$ cat src/rtl/ctmr_pkg.sv
// Shared types and constants for the column tolerant max reduction block.
// No dependencies; used by ctmr_term, the top level and ctmr_checker.
package ctmr_pkg;

    localparam int VAL_W   = 18;
    localparam int CFG_W   = 17;
    localparam int INDEX_W = 10;
    localparam int IN_W    = 40;
    localparam int OUT_W   = 32;
    localparam int REG_W   = 2;

    localparam logic [REG_W-1:0] REG_EPSILON   = 2'd0;
    localparam logic [REG_W-1:0] REG_OFFSET    = 2'd1;
    localparam logic [REG_W-1:0] REG_TOL_FLOOR = 2'd2;

    localparam logic [CFG_W-1:0] EPSILON_RST   = 17'd655;
    localparam logic [CFG_W-1:0] OFFSET_RST    = 17'd0;
    localparam logic [CFG_W-1:0] TOL_FLOOR_RST = 17'd0;

    localparam logic signed [VAL_W-1:0] MOST_NEG = 18'sh20000;
    localparam logic signed [VAL_W:0]   ONE_Q16  = 19'sd65536;

    typedef struct packed {
        logic [CFG_W-1:0] epsilon;
        logic [CFG_W-1:0] target_offset;
        logic [CFG_W-1:0] tolerance_floor;
    } cfg_t;

endpackage

$ cat src/rtl/column_tolerant_max_reduction.sv
// Top level: input register, row term and column max update, result register.
// Depends on ctmr_pkg and ctmr_term.
// Each column's last beat gives its result via the input register, then the result register.
// Throughput: one input beat per cycle unless a last beat waits for the result register.
// The result register frees the input side whenever it is empty or being taken.
// Reset (rst_n low, asynchronous): column state cleared, registers to 655 / 0 / 0.
module column_tolerant_max_reduction
#(
    parameter int MAX_COLUMNS = 1024
)
(
    input  logic                        clk,
    input  logic                        rst_n,
    input  logic                        cfg_we,
    input  logic [ctmr_pkg::REG_W-1:0]  cfg_index,
    input  logic [ctmr_pkg::CFG_W-1:0]  cfg_data,
    input  logic                        s_tvalid,
    output logic                        s_tready,
    input  logic [ctmr_pkg::IN_W-1:0]   s_tdata,   // a_value[17:0], b_value[35:18], zero pad
    input  logic                        s_tlast,   // last_in_column
    output logic                        m_tvalid,
    input  logic                        m_tready,
    output logic [ctmr_pkg::OUT_W-1:0]  m_tdata    // column_max[17:0], column_index[27:18], pad
);

    localparam int CNT_W = (MAX_COLUMNS > 1) ? $clog2(MAX_COLUMNS) : 1;
    localparam logic [CNT_W-1:0] CNT_LAST = CNT_W'(MAX_COLUMNS - 1);

    ctmr_pkg::cfg_t cfg_reg;

    logic                                in_valid_reg;
    logic signed [ctmr_pkg::VAL_W-1:0]   a_reg;
    logic signed [ctmr_pkg::VAL_W-1:0]   b_reg;
    logic                                last_reg;

    logic signed [ctmr_pkg::VAL_W-1:0]   max_reg;
    logic signed [ctmr_pkg::VAL_W-1:0]   max_next;
    logic                                stopped_reg;
    logic                                stopped_next;
    logic [CNT_W-1:0]                    col_reg;
    logic [CNT_W-1:0]                    col_next;

    logic                                out_valid_reg;
    logic signed [ctmr_pkg::VAL_W-1:0]   out_max_reg;
    logic [ctmr_pkg::INDEX_W-1:0]        out_index_reg;

    logic signed [ctmr_pkg::VAL_W-1:0]   term;
    logic signed [ctmr_pkg::VAL_W-1:0]   max_upd;
    logic signed [ctmr_pkg::VAL_W:0]     thresh;
    logic                                out_free;
    logic                                advance;
    logic                                in_take;
    logic [CNT_W+ctmr_pkg::INDEX_W-1:0]  col_ext;

    always_ff @(posedge clk or negedge rst_n)
    begin
        if (!rst_n)
        begin
            cfg_reg.epsilon         <= ctmr_pkg::EPSILON_RST;
            cfg_reg.target_offset   <= ctmr_pkg::OFFSET_RST;
            cfg_reg.tolerance_floor <= ctmr_pkg::TOL_FLOOR_RST;
        end
        else if (cfg_we)
        begin
            case (cfg_index)
                ctmr_pkg::REG_EPSILON:   cfg_reg.epsilon         <= cfg_data;
                ctmr_pkg::REG_OFFSET:    cfg_reg.target_offset   <= cfg_data;
                ctmr_pkg::REG_TOL_FLOOR: cfg_reg.tolerance_floor <= cfg_data;
                default:                 ;
            endcase
        end
    end

    ctmr_term u_term
    (
        .a_value (a_reg),
        .b_value (b_reg),
        .cfg     (cfg_reg),
        .term    (term)
    );

    assign out_free = !out_valid_reg || m_tready;
    assign advance  = in_valid_reg && (!last_reg || out_free);
    assign s_tready = !in_valid_reg || advance;
    assign in_take  = s_tvalid && s_tready;

    assign thresh  = ctmr_pkg::ONE_Q16 - $signed({2'b00, cfg_reg.epsilon});
    assign max_upd = stopped_reg ? max_reg : ((term > max_reg) ? term : max_reg);
    assign col_ext = {{ctmr_pkg::INDEX_W{1'b0}}, col_reg};

    always_comb
    begin
        max_next     = max_reg;
        stopped_next = stopped_reg;
        col_next     = col_reg;
        if (advance)
        begin
            if (last_reg)
            begin
                max_next     = ctmr_pkg::MOST_NEG;
                stopped_next = 1'b0;
                col_next     = (col_reg == CNT_LAST) ? '0 : col_reg + 1'b1;
            end
            else
            begin
                max_next     = max_upd;
                stopped_next = stopped_reg || ($signed({max_upd[17], max_upd}) > thresh);
            end
        end
    end

    always_ff @(posedge clk or negedge rst_n)
    begin
        if (!rst_n)
        begin
            in_valid_reg  <= 1'b0;
            max_reg       <= ctmr_pkg::MOST_NEG;
            stopped_reg   <= 1'b0;
            col_reg       <= '0;
            out_valid_reg <= 1'b0;
        end
        else
        begin
            if (s_tready)
            begin
                in_valid_reg <= s_tvalid;
            end
            max_reg     <= max_next;
            stopped_reg <= stopped_next;
            col_reg     <= col_next;
            if (out_free)
            begin
                out_valid_reg <= advance && last_reg;
            end
        end
    end

    always_ff @(posedge clk)
    begin
        if (in_take)
        begin
            a_reg    <= s_tdata[17:0];
            b_reg    <= s_tdata[35:18];
            last_reg <= s_tlast;
        end
        if (advance && last_reg)
        begin
            out_max_reg   <= max_upd;
            out_index_reg <= col_ext[ctmr_pkg::INDEX_W-1:0];
        end
    end

    assign m_tvalid = out_valid_reg;
    assign m_tdata  = {4'b0000, out_index_reg, out_max_reg};

endmodule

$ cat src/rtl/ctmr_term.sv
// Row term: offset and clip the target, form the tolerance, pick the term.
// Depends on ctmr_pkg.
module ctmr_term
(
    input  logic signed [ctmr_pkg::VAL_W-1:0] a_value,
    input  logic signed [ctmr_pkg::VAL_W-1:0] b_value,
    input  ctmr_pkg::cfg_t                    cfg,
    output logic signed [ctmr_pkg::VAL_W-1:0] term
);

    logic signed [18:0] b_off;
    logic [16:0]        b_clip;
    logic [17:0]        a_u;
    logic [17:0]        a_mag;
    logic [17:0]        mag;
    logic [34:0]        prod;
    logic [18:0]        tol_prod;
    logic [18:0]        tol;
    logic signed [18:0] diff_s;
    logic [18:0]        diff;
    logic               near;

    assign b_off    = $signed({b_value[17], b_value}) - $signed({2'b00, cfg.target_offset});
    assign b_clip   = b_off[18] ? 17'd0 : b_off[16:0];
    assign a_u      = a_value;
    assign a_mag    = a_value[17] ? (~a_u + 18'd1) : a_u;
    assign mag      = (a_mag > {1'b0, b_clip}) ? a_mag : {1'b0, b_clip};
    assign prod     = 35'(mag) * 35'(cfg.epsilon);
    assign tol_prod = prod[34:16];
    assign tol      = (tol_prod < {2'b00, cfg.tolerance_floor})
                      ? {2'b00, cfg.tolerance_floor} : tol_prod;
    assign diff_s   = $signed({a_value[17], a_value}) - $signed({2'b00, b_clip});
    assign diff     = diff_s[18] ? (~diff_s + 19'sd1) : diff_s;
    assign near     = (diff <= tol);
    assign term     = (!near && diff_s[18]) ? $signed({1'b0, b_clip}) : 18'sd0;

endmodule

$ cat config.mk
export PLATFORM = sky130hd
export DESIGN_NAME = column_tolerant_max_reduction
export DESIGN_NICKNAME = d
export VERILOG_FILES = /design/src/rtl/ctmr_pkg.sv /design/src/rtl/column_tolerant_max_reduction.sv /design/src/rtl/ctmr_term.sv
export SDC_FILE = /design/constraint.sdc
export NUM_CORES = 1
export LEC_CHECK = 0
export ABC_AREA = 1
export BUFFER_PORTS_ARGS = -buffer_cell sky130_fd_sc_hd__buf_2
export CORE_AREA = 3 3 274 141
export DETAILED_ROUTE_END_ITERATION = 7
export DIE_AREA = 0 0 277 144
export PLACE_DENSITY = 0.78
export SLEW_MARGIN = 20
export SYNTH_ARGS = -nofsm -noshare
export SYNTH_HDL_FRONTEND = slang
export SYNTH_HIERARCHICAL = 1
export SYNTH_SLANG_ARGS = --single-unit
$ cat constraint.sdc
create_clock -name clk -period 15.65 [get_ports clk]
set_clock_uncertainty 0.05 [all_clocks]
set_input_delay 3.13 -clock clk [delete_from_list [all_inputs] [get_ports clk]]
set_output_delay 3.13 -clock clk [all_outputs]
set_load 0.05 [all_outputs]
# [Yosys cells after proc, flatten, opt, wreduce, memory -nomap -nowiden]
# Cells that the tools add are included.
[classes] n_mux=11 mul=1 add_sub_neg=6 order_cmp=5 n_bitwise=2 eq_ne=3 n_reduce_logical=17
[op_table] op="18-bit two-way mux" count=5
[op_table] op="19-bit two-way mux" count=2
[op_table] op="18-bit by 18-bit subtractor with 19-bit output" count=2
[op_table] op="18-bit greater-than comparator" count=2
[op_table] op="18-bit by 17-bit multiplier with 35-bit output" count=1
[op_table] op="17-bit two-way mux" count=2
[op_table] op="19-bit by 2-bit adder with 19-bit output (second input constant)" count=1
[op_table] op="19-bit less-or-equal comparator" count=1
[op_table] op="19-bit by 17-bit < comparator with 1-bit output" count=1
[op_table] op="19-bit NOT" count=1
[op_table] op="18-bit by 1-bit adder with 18-bit output (second input constant)" count=1
[op_table] op="18-bit by 17-bit greater-than comparator with 1-bit output" count=1
[op_table] op="18-bit NOT" count=1
[op_table] op="17-bit by 17-bit subtractor with 18-bit output (first input constant)" count=1
[op_table] op="10-bit by 1-bit adder with 10-bit output (second input constant)" count=1
[op_table] op="10-bit equality test (second input constant)" count=1
[op_table] op="10-bit two-way mux" count=1
[op_table] op="2-bit AND reduction" count=4
[op_table] op="1-bit logical AND" count=4
[op_table] op="1-bit logical NOT" count=4
[op_table] op="1-bit logical OR" count=4
[op_table] op="2-bit by 1-bit equality test with 1-bit output (second input constant)" count=1
[op_table] op="2-bit equality test (second input constant)" count=1
[op_table] op="2-bit logical NOT" count=1
[op_table] op="1-bit two-way mux" count=1
[totals] out_inout_bits=34 input_bits=65 wordCells=58 regBits=147

# [Longest topological paths before layout]
# Gate-level depths: netlist (run 1).
[logic_depth] depth_word=18 ltp_mapped=105 ltp_nobuf=101

# [By module]
# The synthesis (run 1) kept the hierarchy.
[by_module_without_submodules] module="ctmr_term" instances=1 seq_area_each_um2=0.0 area_per_inst_um2=14408.8 cells_per_inst=1989
[by_module_without_submodules] module="column_tolerant_max_reduction" instances=1 seq_area_each_um2=4012.6 area_per_inst_um2=6596.3 cells_per_inst=640

# [Least setup slack after synthesis (run 1)]
# OpenSTA, ideal clock, no wires.
[synth_timing] kind="register -> register" from="register b_reg[0] in the netlist's numbering" to="register stopped_reg" arrival_ns=14.395 t_required_ns=15.436 n_path_buf=5 setup_slack_ns=1.040 setup_time_ns=0.164 period_less_slack_ns=14.610 path_stages_with_launch=98 path_cell_list="edfxtp_1 inv_1 ha_1 inv_1 fa_1 nand3_1 nand3_2 nand2_1 nand2_2 nand2_1 inv_1 nand2_1 ha_1 a21oi_1 nor2_1 a211o_1 nand4_1 nand2_1 [62 not listed] nand2_4 nand2_4 clkbuf_1 a21oi_1 ha_1 nand2_1 inv_1 nand3_1 nor3_1 nand4_1 nor2_1 nand3_1 nand2_1 inv_1 nand2_1 nand2_1 nand3_1 a21oi_2"
[synth_via] elab_chain_cells=17 word_cells_on_any_way=21 classes_between="3 x add/sub; 1 x mul; 5 x order compare; 8 x mux; 1 x bitwise; 3 x reduce/logical"
[synth_lines] element="start, declared" line="column_tolerant_max_reduction.sv:33" rtl="logic signed [ctmr_pkg::VAL_W-1:0] b_reg;"
[synth_lines] element="start signal, assigned" line="column_tolerant_max_reduction.sv:143" rtl="b_reg <= s_tdata[35:18];"
[synth_lines] element="18-bit by 18-bit subtractor with 19-bit output *" line="ctmr_term.sv:23" rtl="assign b_off = $signed({b_value[17], b_value}) - $signed({2'b00, cfg.target_offset});"
[synth_lines] element="17-bit two-way mux *" line="ctmr_term.sv:24" rtl="assign b_clip = b_off[18] ? 17'd0 : b_off[16:0];"
[synth_lines] element="18-bit by 17-bit greater-than comparator with 1-bit output" line="ctmr_term.sv:27" rtl="assign mag = (a_mag > {1'b0, b_clip}) ? a_mag : {1'b0, b_clip};"
[synth_lines] element="18-bit two-way mux" line="ctmr_term.sv:27"
[synth_lines] element="18-bit by 17-bit multiplier with 35-bit output" line="ctmr_term.sv:28" rtl="assign prod = 35'(mag) * 35'(cfg.epsilon);"
[synth_lines] element="19-bit by 17-bit < comparator with 1-bit output" line="ctmr_term.sv:30" rtl="assign tol = (tol_prod < {2'b00, cfg.tolerance_floor})"
[synth_lines] element="19-bit two-way mux" line="ctmr_term.sv:31" rtl="? {2'b00, cfg.tolerance_floor} : tol_prod;"
[synth_lines] element="19-bit less-or-equal comparator" line="ctmr_term.sv:34" rtl="assign near = (diff <= tol);"
[synth_lines] element="[2 not listed]"
[synth_lines] element="17-bit two-way mux *" line="ctmr_term.sv:35" rtl="assign term = (!near && diff_s[18]) ? $signed({1'b0, b_clip}) : 18'sd0;"
[synth_lines] element="net term, one bit" line="column_tolerant_max_reduction.sv:47" rtl="logic signed [ctmr_pkg::VAL_W-1:0] term;"
[synth_lines] element="18-bit greater-than comparator *" line="column_tolerant_max_reduction.sv:88" rtl="assign max_upd = stopped_reg ? max_reg : ((term > max_reg) ? term : max_reg);"
[synth_lines] element="18-bit two-way mux * (2 in a row)" line="column_tolerant_max_reduction.sv:88"
[synth_lines] element="net max_upd, one bit" line="column_tolerant_max_reduction.sv:48" rtl="logic signed [ctmr_pkg::VAL_W-1:0] max_upd;"
[synth_lines] element="18-bit greater-than comparator *" line="column_tolerant_max_reduction.sv:107" rtl="stopped_next = stopped_reg || ($signed({max_upd[17], max_upd}) > thresh);"
[synth_lines] element="1-bit logical OR *" line="column_tolerant_max_reduction.sv:107"
[synth_lines] element="1-bit two-way mux *" line="column_tolerant_max_reduction.sv:98" rtl="if (last_reg)"
[synth_lines] element="end signal, assigned" line="column_tolerant_max_reduction.sv:129" rtl="stopped_reg <= stopped_next;"
[synth_lines] element="end, declared" line="column_tolerant_max_reduction.sv:38" rtl="logic stopped_reg;"
# The timed path passes the listed nets; every way through them passes the cells marked *.
# A chain may end at the register's enable or synchronous reset.

# [Worst setup path in the final report (run 1)]
[layout_timing] from="register cfg_reg[19] in the netlist's numbering" to="register stopped_reg"
[layout_via] elab_chain_cells=17 word_cells_on_any_way=21 classes_between="3 x add/sub; 1 x mul; 5 x order compare; 8 x mux; 1 x bitwise; 3 x reduce/logical"
[layout_lines] element="start, declared" line="column_tolerant_max_reduction.sv:29" rtl="ctmr_pkg::cfg_t cfg_reg;"
[layout_lines] element="18-bit by 18-bit subtractor with 19-bit output *" line="ctmr_term.sv:23"
[layout_lines] element="17-bit two-way mux *" line="ctmr_term.sv:24"
[layout_lines] element="18-bit by 17-bit greater-than comparator with 1-bit output" line="ctmr_term.sv:27"
[layout_lines] element="18-bit two-way mux" line="ctmr_term.sv:27"
[layout_lines] element="18-bit by 17-bit multiplier with 35-bit output" line="ctmr_term.sv:28"
[layout_lines] element="19-bit by 17-bit < comparator with 1-bit output" line="ctmr_term.sv:30"
[layout_lines] element="19-bit two-way mux" line="ctmr_term.sv:31"
[layout_lines] element="19-bit less-or-equal comparator" line="ctmr_term.sv:34"
[layout_lines] element="[2 not listed]"
[layout_lines] element="17-bit two-way mux *" line="ctmr_term.sv:35"
[layout_lines] element="net term, one bit" line="column_tolerant_max_reduction.sv:47"
[layout_lines] element="18-bit greater-than comparator *" line="column_tolerant_max_reduction.sv:88"
[layout_lines] element="18-bit two-way mux * (2 in a row)" line="column_tolerant_max_reduction.sv:88"
[layout_lines] element="net max_upd, one bit" line="column_tolerant_max_reduction.sv:48"
[layout_lines] element="18-bit greater-than comparator *" line="column_tolerant_max_reduction.sv:107"
[layout_lines] element="1-bit logical OR *" line="column_tolerant_max_reduction.sv:107"
[layout_lines] element="1-bit two-way mux *" line="column_tolerant_max_reduction.sv:98"
# Marked as above.

==> metrics.yaml, run 1 <==
synthesis:
  ys_ff_latch: 147
  yosysSeqAreaShare_pct: 19.1
  ys_warn_count: 6
  synthDistinctLibCells: 60
  synth_edf_count: 65
  syn_area_per_cell_um2: 7.99
  netlist_area_mm2: 0.0210
  synth_ff_type: "dfrtp_1"
  syn_inst: 2629
  ys_async_sr_fraction_pct: 55.8
route:
  routedWlPerCell_um: 19.3
  final_antenna_net_count: 0
  drc: 1
  drt-initial-drc-count: 1840
  viasPerCell: 5.76
  via_count: 18974
  wl_mm: 63.5
  drt_pass1_iterations: 8
critical_path:
  crit_slowest_cell: "fa_1"
  worstPathMaxFanout: 17
  required_ns: 15.89
  worst_setup_path_end_kind: "flip-flop"
  rr_startpoint: "cfg_reg[19]$_DFFE_PN0P_"
  reg2reg_depth: 89
  r2r_slack_ns: 0.57
  cp_common_cell: "nand2_1"
  crit_type: "flip-flop to flip-flop"
  cp-start-kind: "flip-flop"
  critPathMaxStageDelay_ns: 0.52
  cp.arrival_ns: 15.32
  rr_endpoint: "stopped_reg$_DFFE_PN0P_"
global_route:
  track_usage_pct: 31.7
  grt_pass1_vias: 18726
  grt-ovfl-total: 0
  antenna_found_initial: 0
  grt_max_degree: 64
  grt_first_pass_wirelength_mm: 98.4
floorplanning:
  die_h_um: 144
  start_util_pct: 58.3
  core_area_mm2: 0.0360
  die_w_um: 277
  num_rows: 49
  dieArea_mm2: 0.0399
  pin_count: 99
outcome:
  status: "complete, but fails checks"
  violations: "DRC"
hold_path:
  min_to: "out_index_reg[6]$_DFFE_PP_"
  min_path_cells: 0
  hold_path_class: "flip-flop to flip-flop"
  worstHoldStart: "col_reg[6]$_DFFE_PN0P_"
placed_design:
  post-dp-hpwl_mm: 50.1
  gp_congestion: 0.969
  port_buffers: 90
sta:
  rsz0062_at_grt: "true"
  drv_slew: 0
  tightest_slew_ns: 1.04
  finalHoldViolCount: 0
  clock.fmax_ghz: 0.0663
  whs_ns: 0.424
  finalSetupViolCount: 0
  relSlewSlack_pct: 30.4
  period_share_pct: 96.3
  min_period_ns: 15.08
finish:
  antenna-diode-count: 0
  final_common_cell: "inv_1"
  drive_above_1_share_pct: 13.8
  layout_common_cells: "inv_1 (529), nand2_1 (422), fa_1 (238)"
  largest_reg_flops: 51
  fillers: 2956
  fin_nets: 3331
  area_growth_pct: 13.5
clock_network:
  clk_latency_ns: 0.43
  cts_sinks: 147
  clkSlewWorstSetupHoldPaths_ns: 0.07
  clock-root-buffer: "clkbuf_16"
  clockBufferDepth: 2
  cts_made_buffers: 17
  htreeDepth: 4
  cts_tree: "yes"
job:
  maxCapViolations: 0
kinds of logic after synthesis:
kind of cell               count (synthesis)  synth area share, %
AOI/OAI and AO/OA                        338                 9.41
xor gates and xnor gates                  78                 3.25
adders and majority gates                468                 36.4
buffers and inverters                    621                 11.5
DFF                                      147                 19.1
muxes                                      1               0.0477
other                                      2               0.0358
and+or+nand+nor                          974                 20.2
final cells by class:
cell class | count | area, µm² | share of cell area, %
Multi-Input combinational cell | 1864 | 14900 | 62.7
Sequential cell | 147 | 4010 | 16.8
Inverter | 543 | 2040 | 8.58
Timing Repair Buffer | 225 | 1610 | 6.74
Tap cell | 484 | 606 | 2.54
Clock buffer | 17 | 425 | 1.78
Clock inverter | 15 | 191 | 0.803
routing by layer:
layer,track usage (%),wire [µm],vias to the layer above
met5,0,0,-
met4,11.6,2290,0
met3,7.13,6260,146
met2,51.8,28500,889
met1,42.0,26400,9258
li1,-,-,8681
worst max-delay path by stage:
stage	end	cells after the start	slack [ns]	start
2_1_floorplan	stopped_reg$_DFFE_PN0P_	97	1.04	b_reg[0]$_DFFE_PP_
3_3_place_gp	stopped_reg$_DFFE_PN0P_	93	0.17	b_reg[0]$_DFFE_PP_
3_5_place_dp	stopped_reg$_DFFE_PN0P_	92	-0.05	cfg_reg[19]$_DFFE_PN0P_
4_1_cts	stopped_reg$_DFFE_PN0P_	91	0.05	cfg_reg[19]$_DFFE_PN0P_
5_1_grt	stopped_reg$_DFFE_PN0P_	93	-0.38	b_reg[0]$_DFFE_PP_
6_report	stopped_reg$_DFFE_PN0P_	89	0.57	cfg_reg[19]$_DFFE_PN0P_
cells in the mapped netlist, types with 7 or more instances:
master | count | area share [%]
a211oi_1 | 8 | 0.29
a21o_1 | 11 | 0.39
a21oi_1 | 107 | 2.5
a31oi_1 | 7 | 0.21
buf_1 | 7 | 0.13
buf_2 | 16 | 0.38
buf_4 | 9 | 0.32
clkbuf_1 | 41 | 0.73
dfrtp_1 | 75 | 8.9
dfstp_2 | 7 | 0.88
edfxtp_1 | 65 | 9.3
fa_1 | 239 | 23
ha_1 | 229 | 14
inv_1 | 532 | 9.5
nand2_1 | 432 | 7.7
nand2_2 | 13 | 0.39
nand3_1 | 204 | 4.9
nand3b_1 | 10 | 0.36
nand4_1 | 21 | 0.63
nor2_1 | 234 | 4.2
nor3_1 | 16 | 0.38
o211ai_1 | 27 | 0.96
o21ai_0 | 123 | 2.9
o21ai_2 | 8 | 0.33
o21bai_1 | 8 | 0.29
o22ai_1 | 18 | 0.54
or2_1 | 7 | 0.21
or2_2 | 9 | 0.27
xnor2_1 | 16 | 0.67
xor2_1 | 62 | 2.6
what timing repair did:
| item | CTS | global route |
|---|---|---|
| gates cloned | 0 | 3 |
| hold buffers | 0 | 0 |
| endpoints found under the setup margin | 1 | 26 |
| pin swaps | 0 | 9 |
| resized for setup | 8 | 103 |
| buffers inserted | 0 | 11 |
through the flow:
| stage | area, µm² | util (%) | setup WS, ns | setup TNS (ns) | instances |
|---|---|---|---|---|---|
| global placement | 22600 | 62.8 | 0.169 | 0 | 3249 |
| floorplan | 21000 | - | 1.04 | 0 | 2632 |
| CTS | 23300 | 64.6 | 0.0521 | 0 | 3281 |
| detailed placement | 22600 | 62.8 | -0.0506 | -0.0506 | 3249 |
| finish | 23800 | 66.1 | 0.574 | 0 | 3295 |
| global route | 23800 | 66.1 | -0.379 | -0.379 | 3295 |
worst max-delay path: cells and delay by family (launching register included):
| kind | cells | cell delay (ns) |
|---|---|---|
| adders and majority gates | 13 | 5.22 |
| AOI/OAI and AO/OA | 17 | 2.53 |
| DFF | 1 | 0.40 |
| buffers and inverters | 13 | 1.58 |
| and+or+nand+nor | 46 | 5.09 |
Power of run 1 is left out: the tool's default activity adds up to more than one toggle a clock period on the data nets, which glitch-free logic cannot reach.
==> inputs of run 2 (changes only) <==
Settings changed: CELL_PAD_IN_SITES_DETAIL_PLACEMENT set to 0, CELL_PAD_IN_SITES_GLOBAL_PLACEMENT set to 1, CORE_AREA 3 3 274 141 to 3 3 313 161, DIE_AREA 0 0 277 144 to 0 0 316 164, PLACE_DENSITY 0.78 to 0.91, SKIP_LAST_GASP set to 1.
==> metrics.yaml, run 2 (synthesis results as in run 1) <==
outcome:
  status: "finished clean"
route:
  viasPerCell: 5.45
  drt-initial-drc-count: 2294
  drt_pass1_iterations: 7
  wl_mm: 74.6
  via_count: 19781
  routedWlPerCell_um: 20.5
  drc: 0
  final_antenna_net_count: 0
critical_path:
  critPathMaxStageDelay_ns: 0.58
  required_ns: 16.01
  worst_setup_path_end_kind: "flip-flop"
  crit_type: "flip-flop to flip-flop"
  cp-start-kind: "flip-flop"
  cp.arrival_ns: 15.41
  crit_slowest_cell: "fa_2"
  critical-path-top-delay-family: "adder cells"
  crit_buf_inv: 23
  worstPathMaxFanout: 10
clock_network:
  cts_sinks: 147
  htreeDepth: 4
  clk_latency_ns: 0.49
  cts_tree: "yes"
  hold_buffers: 0
  cts_made_buffers: 25
  clock-root-buffer: "clkbuf_16"
  clockBufferDepth: 3
  clkSlewWorstSetupHoldPaths_ns: 0.07
floorplanning:
  core_area_mm2: 0.0480
  pin_count: 99
  die_h_um: 164
  die_w_um: 316
  num_rows: 57
  dieArea_mm2: 0.0518
  start_util_pct: 43.8
sta:
  relSlewSlack_pct: 24.9
  finalHoldViolCount: 0
  finalSetupViolCount: 0
  min_period_ns: 15.05
  tightest_slew_ns: 1.13
  period_share_pct: 96.2
  drv_slew: 0
  setup_ws_ns: 0.598
  clock.fmax_ghz: 0.0664
placed_design:
  dp_worst_setup_slack_ns: -0.269
  gp_congestion: 1.04
  placed_area_mm2: 0.0240
  port_buffers: 90
  post-dp-hpwl_mm: 61.2
global_route:
  antenna_found_initial: 1
  track_usage_pct: 28.3
  grt_first_pass_wirelength_mm: 111
  grt-ovfl-total: 0
  grt_pass1_vias: 19193
  grt_max_degree: 64
finish:
  design_area_mm2: 0.0260
  fin_nets: 3510
  antenna-diode-count: 0
  seq_area_mm2: 0.00402
  area_growth_pct: 24.0
  fillers: 4377
  multi_input_area_mm2: 0.0156
  drive_above_1_share_pct: 23.1
  layout_common_cells: "inv_1 (515), nand2_1 (394), buf_4 (276)"
  largest_reg_flops: 51
  final_common_cell: "inv_1"
hold_path:
  hold_path_class: "flip-flop to flip-flop"
job:
  maxCapViolations: 0
[run 2: cell count changes in the layout (fill, tap and decap cells not counted), sizes merged]
cell,before,now
buf,222,393
bufinv,3,0
clkbuf,20,29
clkinv,9,11
clkinvlp,1,0
inv,545,537
nand2,450,452
[run 2: layer usage]
| layer | share of wire (%) | vias to the layer above | GRT usage (%) |
|---|---|---|---|
| met2 | 38 | 1072 | 36.5 |
| met3 | 15 | 102 | 11.6 |
| met1 | 46 | 9565 | 43.5 |
| met5 | 0 | - | 0 |
| met4 | 1.9 | 0 | 5.37 |
| li1 | - | 9042 | - |
[run 2: per-stage QoR]
| step | std cells | TNS [ns] | util, % | hold WS, ns |
|---|---|---|---|---|
| 2_1_floorplan | 2632 | 0 | - | 0.375 |
| 3_3_place_gp | 3570 | 0 | 50.1 | 0.385 |
| 3_5_place_dp | 3570 | -0.269 | 50.1 | 0.410 |
| 4_1_cts | 3603 | 0 | 51.5 | 0.434 |
| 5_1_grt | 3632 | -0.159 | 54.3 | 0.453 |
| 6_report | 3632 | 0 | 54.3 | 0.432 |
[run 2: worst reg2reg max path: cells and delay by family, from the launching register on]
kind	cells	cell delay [ns]
flops	1	0.38
fa+ha+maj	13	5.32
buf+inv	23	2.63
compound gates	10	1.83
simple gates	41	4.54
xor+xnor	1	0.19
[run 2: final timing paths]
path / end / slack [ns] / cells past startpoint / startpoint
hold / removal: out_index_reg[6]$_DFFE_PP_ / 0.43 / 0 / col_reg[6]$_DFFE_PN0P_
max in group asynchronous: cfg_reg[17]$_DFFE_PN0P_ / 11.83 / 2 / rst_n
setup / recovery: stopped_reg$_DFFE_PN0P_ / 0.60 / 88 / b_reg[15]$_DFFE_PP_
hold reg to reg: out_index_reg[6]$_DFFE_PP_ / 0.43 / 0 / col_reg[6]$_DFFE_PN0P_
setup reg to reg: stopped_reg$_DFFE_PN0P_ / 0.60 / 88 / b_reg[15]$_DFFE_PP_
min in group asynchronous: cfg_reg[11]$_DFFE_PN0P_ / 2.45 / 1 / rst_n
[run 2: area by class of cell]
type,count,area share (%)
Tap cell,649,3.12
Clock inverter,5,0.0865
Multi-Input combinational cell,1866,59.8
Inverter,543,7.87
Clock buffer,28,2.48
Sequential cell,147,15.4
Timing Repair Buffer,394,11.2
[run 2: timing repair]
action                                  4_1_cts  5_1_grt
endpoints found under the setup margin        1       33
gates resized for setup                       5      277
buffers inserted                              0       25
endpoints found under the hold margin         0        0
pin swaps                                     0      116
cloned                                        0        4
Power of run 2 is left out for the same reason.
